[config.mk]
export PLATFORM = sky130hd
export DESIGN_NAME = pulse_pattern_matcher_core
export DESIGN_NICKNAME = d
export VERILOG_FILES = /design/src/rtl/ppm_pkg.sv /design/src/rtl/ppm_ram.sv /design/src/rtl/ppm_div.sv /design/src/rtl/pulse_pattern_matcher_core.sv
export SDC_FILE = /design/constraint.sdc
export NUM_CORES = 1
export LEC_CHECK = 0
export ABC_AREA = 1
export BUFFER_PORTS_ARGS = -buffer_cell sky130_fd_sc_hd__buf_2
export CORE_MARGIN = 2
export CORE_UTILIZATION = 25
export DETAILED_ROUTE_END_ITERATION = 10
export PLACE_DENSITY = 0.42
export RECOVER_POWER = 50
export SKIP_CTS_REPAIR_TIMING = 1
export SLEW_MARGIN = 25
export SYNTH_ARGS = -nofsm -noshare
export SYNTH_HDL_FRONTEND = slang
export SYNTH_SLANG_ARGS = --single-unit
[constraint.sdc]
create_clock -name clk -period 7.5 [get_ports clk]
set_input_delay 1.5 -clock clk [delete_from_list [all_inputs] [get_ports clk]]
set_output_delay 1.5 -clock clk [all_outputs]
set_load 0.02 [all_outputs]
[src/rtl/ppm_pkg.sv]
// ----------------------------------------------------------------------------
// Pulse pattern matcher package
// Fixed field widths, register and request codes, divider interface structs.
// ----------------------------------------------------------------------------
`default_nettype none

package ppm_pkg;

	localparam int MS_W        = 16;
	localparam int TOL_W       = 16;
	localparam int MARGIN_W    = 8;
	localparam int IDX_W       = 5;
	localparam int CNT_OUT_W   = 6;
	localparam int CFG_IDX_W   = 2;
	localparam int CFG_DATA_W  = 16;
	localparam int MS_DIVISOR  = 1000;

	localparam logic [CNT_OUT_W-1:0] COUNT_MAX = 6'd63;
	localparam logic [MARGIN_W-1:0]  MISS_MARGIN_RESET = 8'd3;

	localparam logic [CFG_IDX_W-1:0] REG_TOLERANCE   = 2'd0;
	localparam logic [CFG_IDX_W-1:0] REG_MISS_MARGIN = 2'd1;

	localparam logic REQ_WRITE  = 1'b0;
	localparam logic REQ_SAMPLE = 1'b1;

	typedef struct packed {
		logic            start;
		logic [MS_W-1:0] ticks;
	} div_ctl_t;

	typedef struct packed {
		logic            done;
		logic [MS_W-1:0] ms;
	} div_stat_t;

endpackage

`default_nettype wire

[src/rtl/ppm_ram.sv]
// ----------------------------------------------------------------------------
// Generic RAM
// One write port, one read port with registered read data.
// ----------------------------------------------------------------------------
`default_nettype none

module ppm_ram #(
	parameter int WIDTH = 16,
	parameter int DEPTH = 32
) (
	input  wire logic                     clk,
	input  wire logic                     we,
	input  wire logic [$clog2(DEPTH)-1:0] waddr,
	input  wire logic [WIDTH-1:0]         wdata,
	input  wire logic [$clog2(DEPTH)-1:0] raddr,
	output logic      [WIDTH-1:0]         rdata
);

	logic [WIDTH-1:0] mem [DEPTH];

	always_ff @(posedge clk) begin
		if (we) begin
			mem[waddr] <= wdata;
		end
		rdata <= mem[raddr];
	end

endmodule

`default_nettype wire

[src/rtl/ppm_div.sv]
// ----------------------------------------------------------------------------
// Tick to millisecond converter
// Scales ticks by the tick period, then divides by 1000 with a reciprocal
// multiply; one step per cycle, each step registered, done raised with the product.
// ----------------------------------------------------------------------------
`default_nettype none

module ppm_div
	import ppm_pkg::*;
#(
	parameter int TICK_US = 64
) (
	input  wire logic      clk,
	input  wire logic      arst_n,
	input  wire div_ctl_t  ctl,
	output div_stat_t      stat
);

	localparam int PW  = MS_W + $clog2(TICK_US + 1);
	localparam int KS  = PW + $clog2(MS_DIVISOR);
	localparam int MW  = PW + 1;
	localparam int PRW = PW + MW;
	localparam logic [MW-1:0] RECIP =
		MW'(((64'd1 << KS) + 64'(MS_DIVISOR) - 64'd1) / 64'(MS_DIVISOR));

	logic           busy_q;
	logic           done_q;
	logic [PW-1:0]  work_q;
	logic [PRW-1:0] prod_q;

	always_ff @(posedge clk or negedge arst_n) begin
		if (!arst_n) begin
			busy_q <= 1'b0;
			done_q <= 1'b0;
		end else if (ctl.start) begin
			busy_q <= 1'b1;
			done_q <= 1'b0;
		end else if (busy_q) begin
			busy_q <= 1'b0;
			done_q <= 1'b1;
		end
	end

	always_ff @(posedge clk) begin
		if (ctl.start) begin
			work_q <= PW'(ctl.ticks) * PW'(TICK_US);
		end
		if (busy_q) begin
			prod_q <= PRW'(work_q) * PRW'(RECIP);
		end
	end

	assign stat.done = done_q;
	assign stat.ms   = MS_W'(prod_q >> KS);

endmodule

`default_nettype wire

[src/rtl/pulse_pattern_matcher_core.sv]
// ----------------------------------------------------------------------------
// Pulse pattern matcher core
// Compares measured pulse periods with a stored table of expected periods.
// ----------------------------------------------------------------------------
// A beat with req_type 0 writes one table entry and leaves the core idle,
// ready for the next beat. A beat with req_type 1 is a sample: the tick to
// millisecond conversion (scale by TICK_US, then a reciprocal multiply for
// the divide by 1000) runs while the core waits in ST_DIVW, then the decide
// step loads the result into the output register and returns the core to
// idle, where the next beat can be accepted. On the first sample of a
// series the leading-zero scan runs beside the conversion, one table
// position per cycle, and each skipped position lengthens that sample.
// in_ready is low while a sample is worked on; a finished result sits in the
// output register and does not block a new beat, but the next sample waits
// in its decide step until that result is taken. Registers are to be
// written by the user through cfg_we only while idle; the block itself
// does not enforce this.
`default_nettype none

module pulse_pattern_matcher_core
	import ppm_pkg::*;
#(
	parameter int PATTERN_DEPTH = 32,
	parameter int TICK_US       = 64
) (
	input  wire logic                  clk,
	input  wire logic                  arst_n,
	input  wire logic                  cfg_we,
	input  wire logic [CFG_IDX_W-1:0]  cfg_index,
	input  wire logic [CFG_DATA_W-1:0] cfg_data,
	input  wire logic                  in_valid,
	output logic                       in_ready,
	input  wire logic                  req_type,
	input  wire logic [IDX_W-1:0]      entry_index,
	input  wire logic [MS_W-1:0]       entry_value_ms,
	input  wire logic [MS_W-1:0]       sample_ticks,
	input  wire logic                  sample_last,
	output logic                       out_valid,
	input  wire logic                  out_ready,
	output logic                       sample_matched,
	output logic                       series_done,
	output logic                       pattern_accepted,
	output logic [CNT_OUT_W-1:0]       matched_count
);

	localparam int IW  = $clog2(PATTERN_DEPTH);
	localparam int PTW = $clog2(PATTERN_DEPTH + 1);
	localparam int NW  = ((PTW > MARGIN_W) ? PTW : MARGIN_W) + 2;

	typedef enum logic [3:0] {
		ST_IDLE   = 4'b0001,
		ST_SCAN   = 4'b0010,
		ST_DIVW   = 4'b0100,
		ST_DECIDE = 4'b1000
	} state_t;

	state_t                 state_q;
	logic [PTW-1:0]         ptr_q;
	logic [PATTERN_DEPTH-1:0] nz_q;
	logic [PTW-1:0]         nz_count_q;
	logic                   series_open_q;
	logic                   first_q;
	logic                   ok_q;
	logic [CNT_OUT_W-1:0]   match_q;
	logic [TOL_W-1:0]       tol_q;
	logic [MARGIN_W-1:0]    margin_q;
	logic                   last_q;
	logic                   out_valid_q;
	logic                   matched_q;
	logic                   done_q;
	logic                   accepted_q;
	logic [CNT_OUT_W-1:0]   count_q;

	logic                   in_fire;
	logic                   wr_fire;
	logic                   wr_ok;
	logic [IW-1:0]          widx;
	logic                   wr_nz;
	logic                   smp_fire;
	logic [IW-1:0]          ptr_idx;
	logic                   ptr_in;
	logic [MS_W-1:0]        ram_rdata;
	logic [MS_W-1:0]        e;
	logic                   hit;
	logic [CNT_OUT_W-1:0]   match_nx;
	logic                   first_nx;
	logic                   ok_nx;
	logic signed [NW-1:0]   need;
	logic                   accepted;
	logic                   out_load;
	div_ctl_t               div_ctl;
	div_stat_t              div_stat;

	assign in_ready = state_q == ST_IDLE;
	assign in_fire  = in_valid && in_ready;
	assign wr_fire  = in_fire && req_type == REQ_WRITE;
	assign smp_fire = in_fire && req_type == REQ_SAMPLE;
	assign wr_ok    = 32'(entry_index) < PATTERN_DEPTH;
	assign widx     = IW'(entry_index);
	assign wr_nz    = entry_value_ms != '0;

	assign ptr_idx  = ptr_q[IW-1:0];
	assign ptr_in   = ptr_q < PTW'(PATTERN_DEPTH);

	assign div_ctl.start = smp_fire;
	assign div_ctl.ticks = sample_ticks;

	ppm_div #(
		.TICK_US(TICK_US)
	) u_div (
		.clk   (clk),
		.arst_n(arst_n),
		.ctl   (div_ctl),
		.stat  (div_stat)
	);

	// read address follows the pointer; it is stable from the end of the scan through the decide step
	ppm_ram #(
		.WIDTH(MS_W),
		.DEPTH(PATTERN_DEPTH)
	) u_table (
		.clk  (clk),
		.we   (wr_fire && wr_ok),
		.waddr(widx),
		.wdata(entry_value_ms),
		.raddr(ptr_idx),
		.rdata(ram_rdata)
	);

	always_comb begin
		e = (ptr_in && nz_q[ptr_idx]) ? ram_rdata : '0;
		hit = (e >= tol_q)
			&& (({1'b0, e} + {1'b0, tol_q}) > {1'b0, div_stat.ms})
			&& ((e - tol_q) < div_stat.ms);
		match_nx = match_q;
		first_nx = first_q;
		ok_nx    = ok_q;
		if (hit) begin
			if (match_q != COUNT_MAX) begin
				match_nx = match_q + CNT_OUT_W'(1);
			end
			first_nx = 1'b1;
			ok_nx    = 1'b1;
		end else if (first_q && e != '0) begin
			ok_nx = 1'b0;
		end
		need = signed'(NW'(nz_count_q)) - signed'(NW'(margin_q));
		accepted = last_q && (ok_nx || need <= signed'(NW'(match_nx)));
	end

	assign out_load = state_q == ST_DECIDE && (!out_valid_q || out_ready);

	always_ff @(posedge clk or negedge arst_n) begin
		if (!arst_n) begin
			state_q       <= ST_IDLE;
			ptr_q         <= '0;
			nz_q          <= '0;
			nz_count_q    <= '0;
			series_open_q <= 1'b0;
			first_q       <= 1'b0;
			ok_q          <= 1'b0;
			match_q       <= '0;
			tol_q         <= '0;
			margin_q      <= MISS_MARGIN_RESET;
			last_q        <= 1'b0;
			out_valid_q   <= 1'b0;
		end else begin
			if (cfg_we) begin
				case (cfg_index)
					REG_TOLERANCE:   tol_q    <= cfg_data[TOL_W-1:0];
					REG_MISS_MARGIN: margin_q <= cfg_data[MARGIN_W-1:0];
					default: ;
				endcase
			end

			if (wr_fire && wr_ok) begin
				nz_q[widx] <= wr_nz;
				if (nz_q[widx] && !wr_nz) begin
					nz_count_q <= nz_count_q - PTW'(1);
				end else if (!nz_q[widx] && wr_nz) begin
					nz_count_q <= nz_count_q + PTW'(1);
				end
			end

			if (out_load) begin
				out_valid_q <= 1'b1;
			end else if (out_ready) begin
				out_valid_q <= 1'b0;
			end

			case (state_q)
				ST_IDLE: begin
					if (smp_fire) begin
						last_q <= sample_last;
						if (!series_open_q) begin
							series_open_q <= 1'b1;
							first_q       <= 1'b0;
							ok_q          <= 1'b0;
							match_q       <= '0;
							ptr_q         <= '0;
							state_q       <= ST_SCAN;
						end else begin
							state_q <= ST_DIVW;
						end
					end
				end
				ST_SCAN: begin
					if (ptr_in && !nz_q[ptr_idx]) begin
						ptr_q <= ptr_q + PTW'(1);
					end else begin
						state_q <= ST_DIVW;
					end
				end
				ST_DIVW: begin
					if (div_stat.done) begin
						state_q <= ST_DECIDE;
					end
				end
				ST_DECIDE: begin
					if (out_load) begin
						match_q <= match_nx;
						first_q <= first_nx;
						ok_q    <= ok_nx;
						if (first_nx && ptr_in) begin
							ptr_q <= ptr_q + PTW'(1);
						end
						if (last_q) begin
							series_open_q <= 1'b0;
						end
						state_q <= ST_IDLE;
					end
				end
				default: state_q <= ST_IDLE;
			endcase
		end
	end

	always_ff @(posedge clk) begin
		if (out_load) begin
			matched_q  <= hit;
			done_q     <= last_q;
			accepted_q <= accepted;
			count_q    <= match_nx;
		end
	end

	assign out_valid        = out_valid_q;
	assign sample_matched   = matched_q;
	assign series_done      = done_q;
	assign pattern_accepted = accepted_q;
	assign matched_count    = count_q;

endmodule

`default_nettype wire

### Yosys cells after proc, flatten, opt, wreduce, memory -nomap -nowiden

Memories as Yosys holds them, arrays and structs flattened. A register that Yosys moved wholly into a read port is not among the register bits.
Index checks and enable logic that the tools add are counted.

* div/mod/pow operators: 0
* shift operators: 0
* $add $sub $neg: 7
* reductions and logical operators: 36
* $mul: 1
* equality and inequality tests: 14
* bitwise logic cells: 1
* order comparisons: 8
* multiplexer cells: 46

Operators by type and width (number)
* $mux W6: 10
* $mul A16 B24 Y40 const B: 1
* $bwmux W32: 1
* $reduce_bool A16 Y1: 2
* $mux W1: 20
* $add A6 B1 Y6 const B: 3
* $pmux W6 S3: 1
* $add A16 B16 Y17: 1
* $gt A17 B14 Y1: 1
* $ge A16 B16 Y1: 1
* $lt A16 B14 Y1: 1
* $mux W16: 1
* $mux W4: 4
* $pmux W4 S4: 1
* $sub A16 B16 Y16: 1
* $logic_and A1 B1 Y1: 14
* $lt A5 B6 Y1 const B: 2
* $pmux W6 S2: 1
* $reduce_and A4 Y1: 3
* $bmux W1 S5: 2
* $ne A2 B2 Y1 const B: 5
* $le A9 B7 Y1: 1
* $sub A6 B8 Y9: 1
* $reduce_and A2 Y1: 4
* 20 further kinds: 31

* memory bits (read-only): 0
* logic and storage cells: 134
* bits in registers: 151
* input port bits: 62
* bits in writable memories: 512
* memories: 1
* output and inout port bits: 11
* latch bits: 0

Memory list
* u_table.mem: words 32, width 16, read ports 1, clocked after Yosys merged registers in 1, write ports 1, line ppm_ram.sv:19 `logic [WIDTH-1:0] mem [DEPTH];`

### Longest topological paths before layout

* depth in word-level cells: 13
* depth in mapped cells: 47
* depth with buffers taken out: 44

### Hierarchy

Synthesis repeated with hierarchy kept, for this count alone.

* cell total of the unflattened synthesis: 3655
* area total of the unflattened synthesis: 36109.6 sq um

By module, submodules not included
* ppm_ram: times used 1, area an instance 21301.7 sq um, cells each 1794, seq. area each 15695.1 sq um
* pulse_pattern_matcher_core: times used 1, area an instance 7712.4 sq um, cells each 1038, seq. area each 2351.0 sq um
* ppm_div: times used 1, area an instance 7095.6 sq um, cells each 823, seq. area each 920.9 sq um

### Worst setup path after synthesis

OpenSTA, ideal clock, no wires.

* path kind: reg-to-reg
* start: reg ptr_q[0]
* end: reg accepted_q (netlist: pattern_accepted), data pin
* data required time: 7.251 ns
* cell stages (with the launch flop): 46
* clock period less this slack: 5.362 ns
* setup time: 0.249 ns
* path buffers: 4
* arrival: 5.112 ns
* slack: 2.138 ns
* cell sequence: dfrtp_1 -> buf_2 -> inv_2 -> buf_4 -> nand2_1 -> nand2_1 -> nand2_1 -> a21oi_1 -> nor2_1 -> nand2_2 -> nand2_1 -> nor2_2 -> inv_1 -> buf_2 -> nor2_1 -> ha_1 -> inv_2 -> nand2_2 -> [... 10 more ...] -> nand3_1 -> nor2_1 -> nand2_1 -> nand4_4 -> buf_6 -> nand2_2 -> o21ai_2 -> inv_1 -> ha_1 -> nand4_1 -> o221ai_1 -> a21oi_1 -> nor2_1 -> nor2_1 -> nor4_1 -> nand3_1 -> nand2_1 -> inv_1

* cells in the longest elaborated chain, start to end: 12
* elaborated cells between the ends (all ways): 20
* classes of those cells: add/sub: 2; order compare: 5; mux: 6; reduce/logical: 7

Ends and longest elaborated chain
* from (decl): line pulse_pattern_matcher_core.sv:58 `logic [PTW-1:0] ptr_q;`
* from (signal assigned): line pulse_pattern_matcher_core.sv:209 `ptr_q <= ptr_q + PTW'(1);`
* from (signal assigned): line pulse_pattern_matcher_core.sv:225 `ptr_q <= ptr_q + PTW'(1);`
* $bmux W1 S5: line pulse_pattern_matcher_core.sv:131 `e = (ptr_in && nz_q[ptr_idx]) ? ram_rdata : '0;`
* $mux W1 (not written as such): line pulse_pattern_matcher_core.sv:131
* $logic_and A1 B1 Y1 (*): line pulse_pattern_matcher_core.sv:131
* $mux W16 (*): line pulse_pattern_matcher_core.sv:131
* $add A16 B16 Y17: line pulse_pattern_matcher_core.sv:133 `&& (({1'b0, e} + {1'b0, tol_q}) > {1'b0, div_stat.ms})`
* $gt A17 B14 Y1: line pulse_pattern_matcher_core.sv:133
* $logic_and A1 B1 Y1: line pulse_pattern_matcher_core.sv:133
* $logic_and A1 B1 Y1 (*): line pulse_pattern_matcher_core.sv:134 `&& ((e - tol_q) < div_stat.ms);`
* $mux W6 (*): line pulse_pattern_matcher_core.sv:138 `if (hit) begin`
* net match_nx[4]: line pulse_pattern_matcher_core.sv:85 `logic [CNT_OUT_W-1:0] match_nx;`
* $le A9 B7 Y1 (*): line pulse_pattern_matcher_core.sv:148 `accepted = last_q && (ok_nx || need <= signed'(NW'(match_nx)));`
* $logic_or A1 B1 Y1 (*): line pulse_pattern_matcher_core.sv:148
* $logic_and A1 B1 Y1 (*): line pulse_pattern_matcher_core.sv:148
* net accepted: line pulse_pattern_matcher_core.sv:89 `logic accepted;`
* to (signal assigned): line pulse_pattern_matcher_core.sv:242 `accepted_q <= accepted;`
* to (decl): line pulse_pattern_matcher_core.sv:71 `logic accepted_q;`

The timed path passes the listed nets; every way through them passes the cells marked *. The select of a mux whose other input is x is not followed.
A chain may end at the register's enable or synchronous reset.

### Worst setup path after layout

Ends and elaborated chain as after synthesis.

==> impl_metrics.py <==
metrics = {
    "critical_path": {
        "crit_path_max_fanout": 81,
        "arrival_ns": 7.13,
        "cp_slowest_cell": "dfrtp_4",
        "slowest_delay_ns": 0.60,
        "critPathKind": "reg -> reg",
        "end_kind": "register",
        "startpoint_type": "register",
        "crit_top_cell": "nand2_1",
        "r2r_cells": 42,
        "worst-endpoint-required_ns": 7.93,
    },
    "sta": {
        "final.setup.tns_ns": 0,
        "hold_viol": 0,
        "max_slew_margin_pct": -83.58,
        "finalSetupViolCount": 0,
        "worst_pin_slew_ns": 2.754,
        "min_period_ns": 6.705,
        "fmax_mhz": 149.1,
        "drv_slew": 585,
        "rsz0062_at_grt": "no",
        "fin_skew_ns": 0.04216,
        "min_period_over_period_pct": 89.40,
    },
    "route": {
        "drt_iter0_drc": 1542,
        "wl_um": 101100,
        "drtAntennaViolNets": 0,
        "vias": 23885,
        "drc_errors": 0,
        "viasPerCell": 4.592,
        "firstDrtPassIters": 5,
        "routedWlPerCell_um": 19.43,
    },
    "clock_tree": {
        "clk_transition_reported_paths_ns": 0.06,
        "cts_sinks": 651,
        "cts_buffers": 78,
        "cts_buffer_depth": 3,
        "cts_tree": "done",
        "htreeDepth": 3,
        "cts-root-buf": "clkbuf_16",
        "clk_latency_ns": 0.68,
    },
    "die": {
        "dieArea_mm2": 0.1417,
        "core_mm2": 0.1377,
        "floorplan.rows": 136,
        "die_width_um": 376.5,
        "initial_core_util_pct": 25.19,
        "die_height_um": 376.5,
        "io_pins": 73,
    },
    "yosys": {
        "synth_top_area_share_pct": 47.62,
        "yosysUniqueCellTypes": 63,
        "yosys_warnings": 0,
        "ys_top_cells_by_area": "edfxtp_1, ha_1, dfrtp_1",
        "syn_area_per_cell_um2": 10.60,
        "synthCells": 3271,
        "synth_nets": 3665,
        "ys.flop_type": "edfxtp_1",
        "yosys.area.top_type": "edfxtp_1",
        "yosysSeqAreaShare_pct": 54.69,
        "async_reset_ff_share_pct": 13.06,
        "ys_ff_latch": 651,
        "syn_area_mm2": 0.03468,
        "synth-edff-count": 550,
    },
    "cells_and_area": {
        "fin_area_mm2": 0.03970,
        "final_util_pct": 28.84,
        "final_common_cell": "edfxtp_1",
        "nets": 3739,
        "antenna_cells": 0,
        "drive_gt1_share_pct": 9.390,
        "layout_common_cells": "edfxtp_1, nor2_1, inv_1",
        "syn2layout_area_growth_pct": 14.49,
    },
    "pwr": {
        "ir_worst_vdd_mv": 0.3971,
        "pwr-share-seq_pct": 27.0,
        "switchingPower_w": 0.007009,
        "power.share.combinational_pct": 49.9,
        "clkPwrFrac_pct": 23.2,
        "p_sw_share_pct": 43.07,
        "power.density_mw_per_mm2": 409.8,
        "internal-power_w": 0.009262,
        "p_leak_nw": 15.78,
    },
    "global_routing": {
        "grt_pass1_wl_um": 153300,
        "antenna_found_initial": 2,
        "grt.total_usage_pct": 14.32,
        "grt-ovfl-total": 0,
        "grt_max_degree": 82,
        "grt_pass1_vias": 23871,
    },
    "place": {
        "globalplace.congestion": 0.8315,
        "place_area_mm2": 0.03722,
        "hpwl_um": 67320,
        "io_buffers": 72,
    },
    "flow_run": {
        "maxCapViolations": 17,
    },
    "outcome": {
        "status": "finished with violations",
        "violations": "capacitance limit, slew limit",
    },
    "hold_path": {
        "whs_path_depth": 2,
        "hold_class": "reg -> reg",
    },
}
flip-flops by register name, summed over array words and instances, names as in the netlist, 4 cells and up:
signal / flops
u_table.mem: 512
matched_count: 6
u_div.work_q: 16
tol_q: 16
u_div.prod_q: 13
nz_q: 32
margin_q: 8
nz_count_q: 6
match_q: 6
ptr_q: 6
state_q: 4
u_table.rdata: 16
per-stage QoR:
stage	worst slack, ns	total power [W]	std cells	hold WS, ns
after floorplan	2.138	0.01037	3271	0.4480
after global placement	0.7954	0.01271	5059	0.4633
after detailed placement	0.7330	0.01267	5059	0.4663
after CTS	0.7082	0.01656	5202	0.4821
after global routing	0.02570	0.01798	5202	0.5135
final	0.7950	0.01627	5202	0.4789
layer usage:
layer	wire, um	part of all wire [%]	up-vias	GRT usage, %
met5	14	0.014	-	0
met4	1800	1.8	2	3.125
met3	4092	4.0	98	2.309
met2	46860	46	403	23.14
met1	48280	48	11912	20.12
li1	-	-	11470	-
path summary, 6_finish.rpt:
path	start	endpoint	slack, ns
worst max-delay path	ptr_q[0]$_DFFE_PN0P_	pattern_accepted$_DFFE_PP_	0.79
worst min register to register	ok_q$_DFFE_PN0P_	ok_q$_DFFE_PN0P_	0.48
max in group asynchronous	arst_n	ptr_q[2]$_DFFE_PN0P_	2.21
worst max register to register	ptr_q[0]$_DFFE_PN0P_	pattern_accepted$_DFFE_PP_	0.79
min in group asynchronous	arst_n	match_q[2]$_DFFE_PN0P_	1.71
worst min-delay path	ok_q$_DFFE_PN0P_	ok_q$_DFFE_PN0P_	0.48
synth_stat cells, types with 4 or more instances:
cell type	n
dfrtp_1	82
o21bai_1	10
inv_2	17
a21o_1	7
nor2_1	442
buf_6	5
o21a_1	7
buf_1	12
nand3_1	99
inv_1	396
o211ai_1	14
dfxtp_1	16
nor2_4	4
o221ai_1	57
nor3_1	15
buf_2	14
nor3_2	4
clkbuf_1	92
buf_4	9
o21ai_0	330
nor2_2	7
clkinv_1	4
edfxtp_1	550
nand2_2	19
nand4_1	25
nand3_2	4
a31oi_1	11
o21ai_1	8
o2111ai_1	5
xnor2_1	8
a21oi_1	117
nand2_1	364
a22oi_1	8
xor2_1	38
nor4_1	12
fa_1	100
o22ai_1	80
ha_1	232
o21ai_2	6
cell families after synthesis:
family          share of synthesized area, %
flops                                  54.69
xor+xnor                               1.209
compound gates                         11.63
fa+ha+maj                              14.14
buf+inv                                6.198
simple gates                           12.13
power groups by stage:
| stage | registers, W | logic (W) | clock network [W] |
|---|---|---|---|
| 2_1_floorplan | 0.00438 | 0.00599 | 0 |
| 3_3_place_gp | 0.00447 | 0.00825 | 0 |
| 3_5_place_dp | 0.00446 | 0.00821 | 0 |
| 4_1_cts | 0.00439 | 0.00828 | 0.00388 |
| 5_1_grt | 0.00442 | 0.00955 | 0.00402 |
| 6_report | 0.00439 | 0.00811 | 0.00377 |
final cells by class:
type	instances	area, um2
clock buffers	97	2076
clock inverters	46	459.2
fillers	14339	97960
inverters	417	1575
multi-input cells	2071	13650
flip-flops and latches	651	18980
well taps	1794	2245
repair buffers	126	725.7
critical path, delay by kind of cell, from the launching register on:
| family | cells | cell delay, ns |
|---|---|---|
| AND/OR/NAND/NOR | 28 | 3.02 |
| adder cells (fa/ha/maj) | 3 | 1.07 |
| buffers and inverters | 5 | 0.88 |
| AO/OA/AOI/OAI | 5 | 0.74 |
| flip-flops | 1 | 0.60 |
| XOR/XNOR | 1 | 0.11 |
Power figures use the tool's default switching activity.
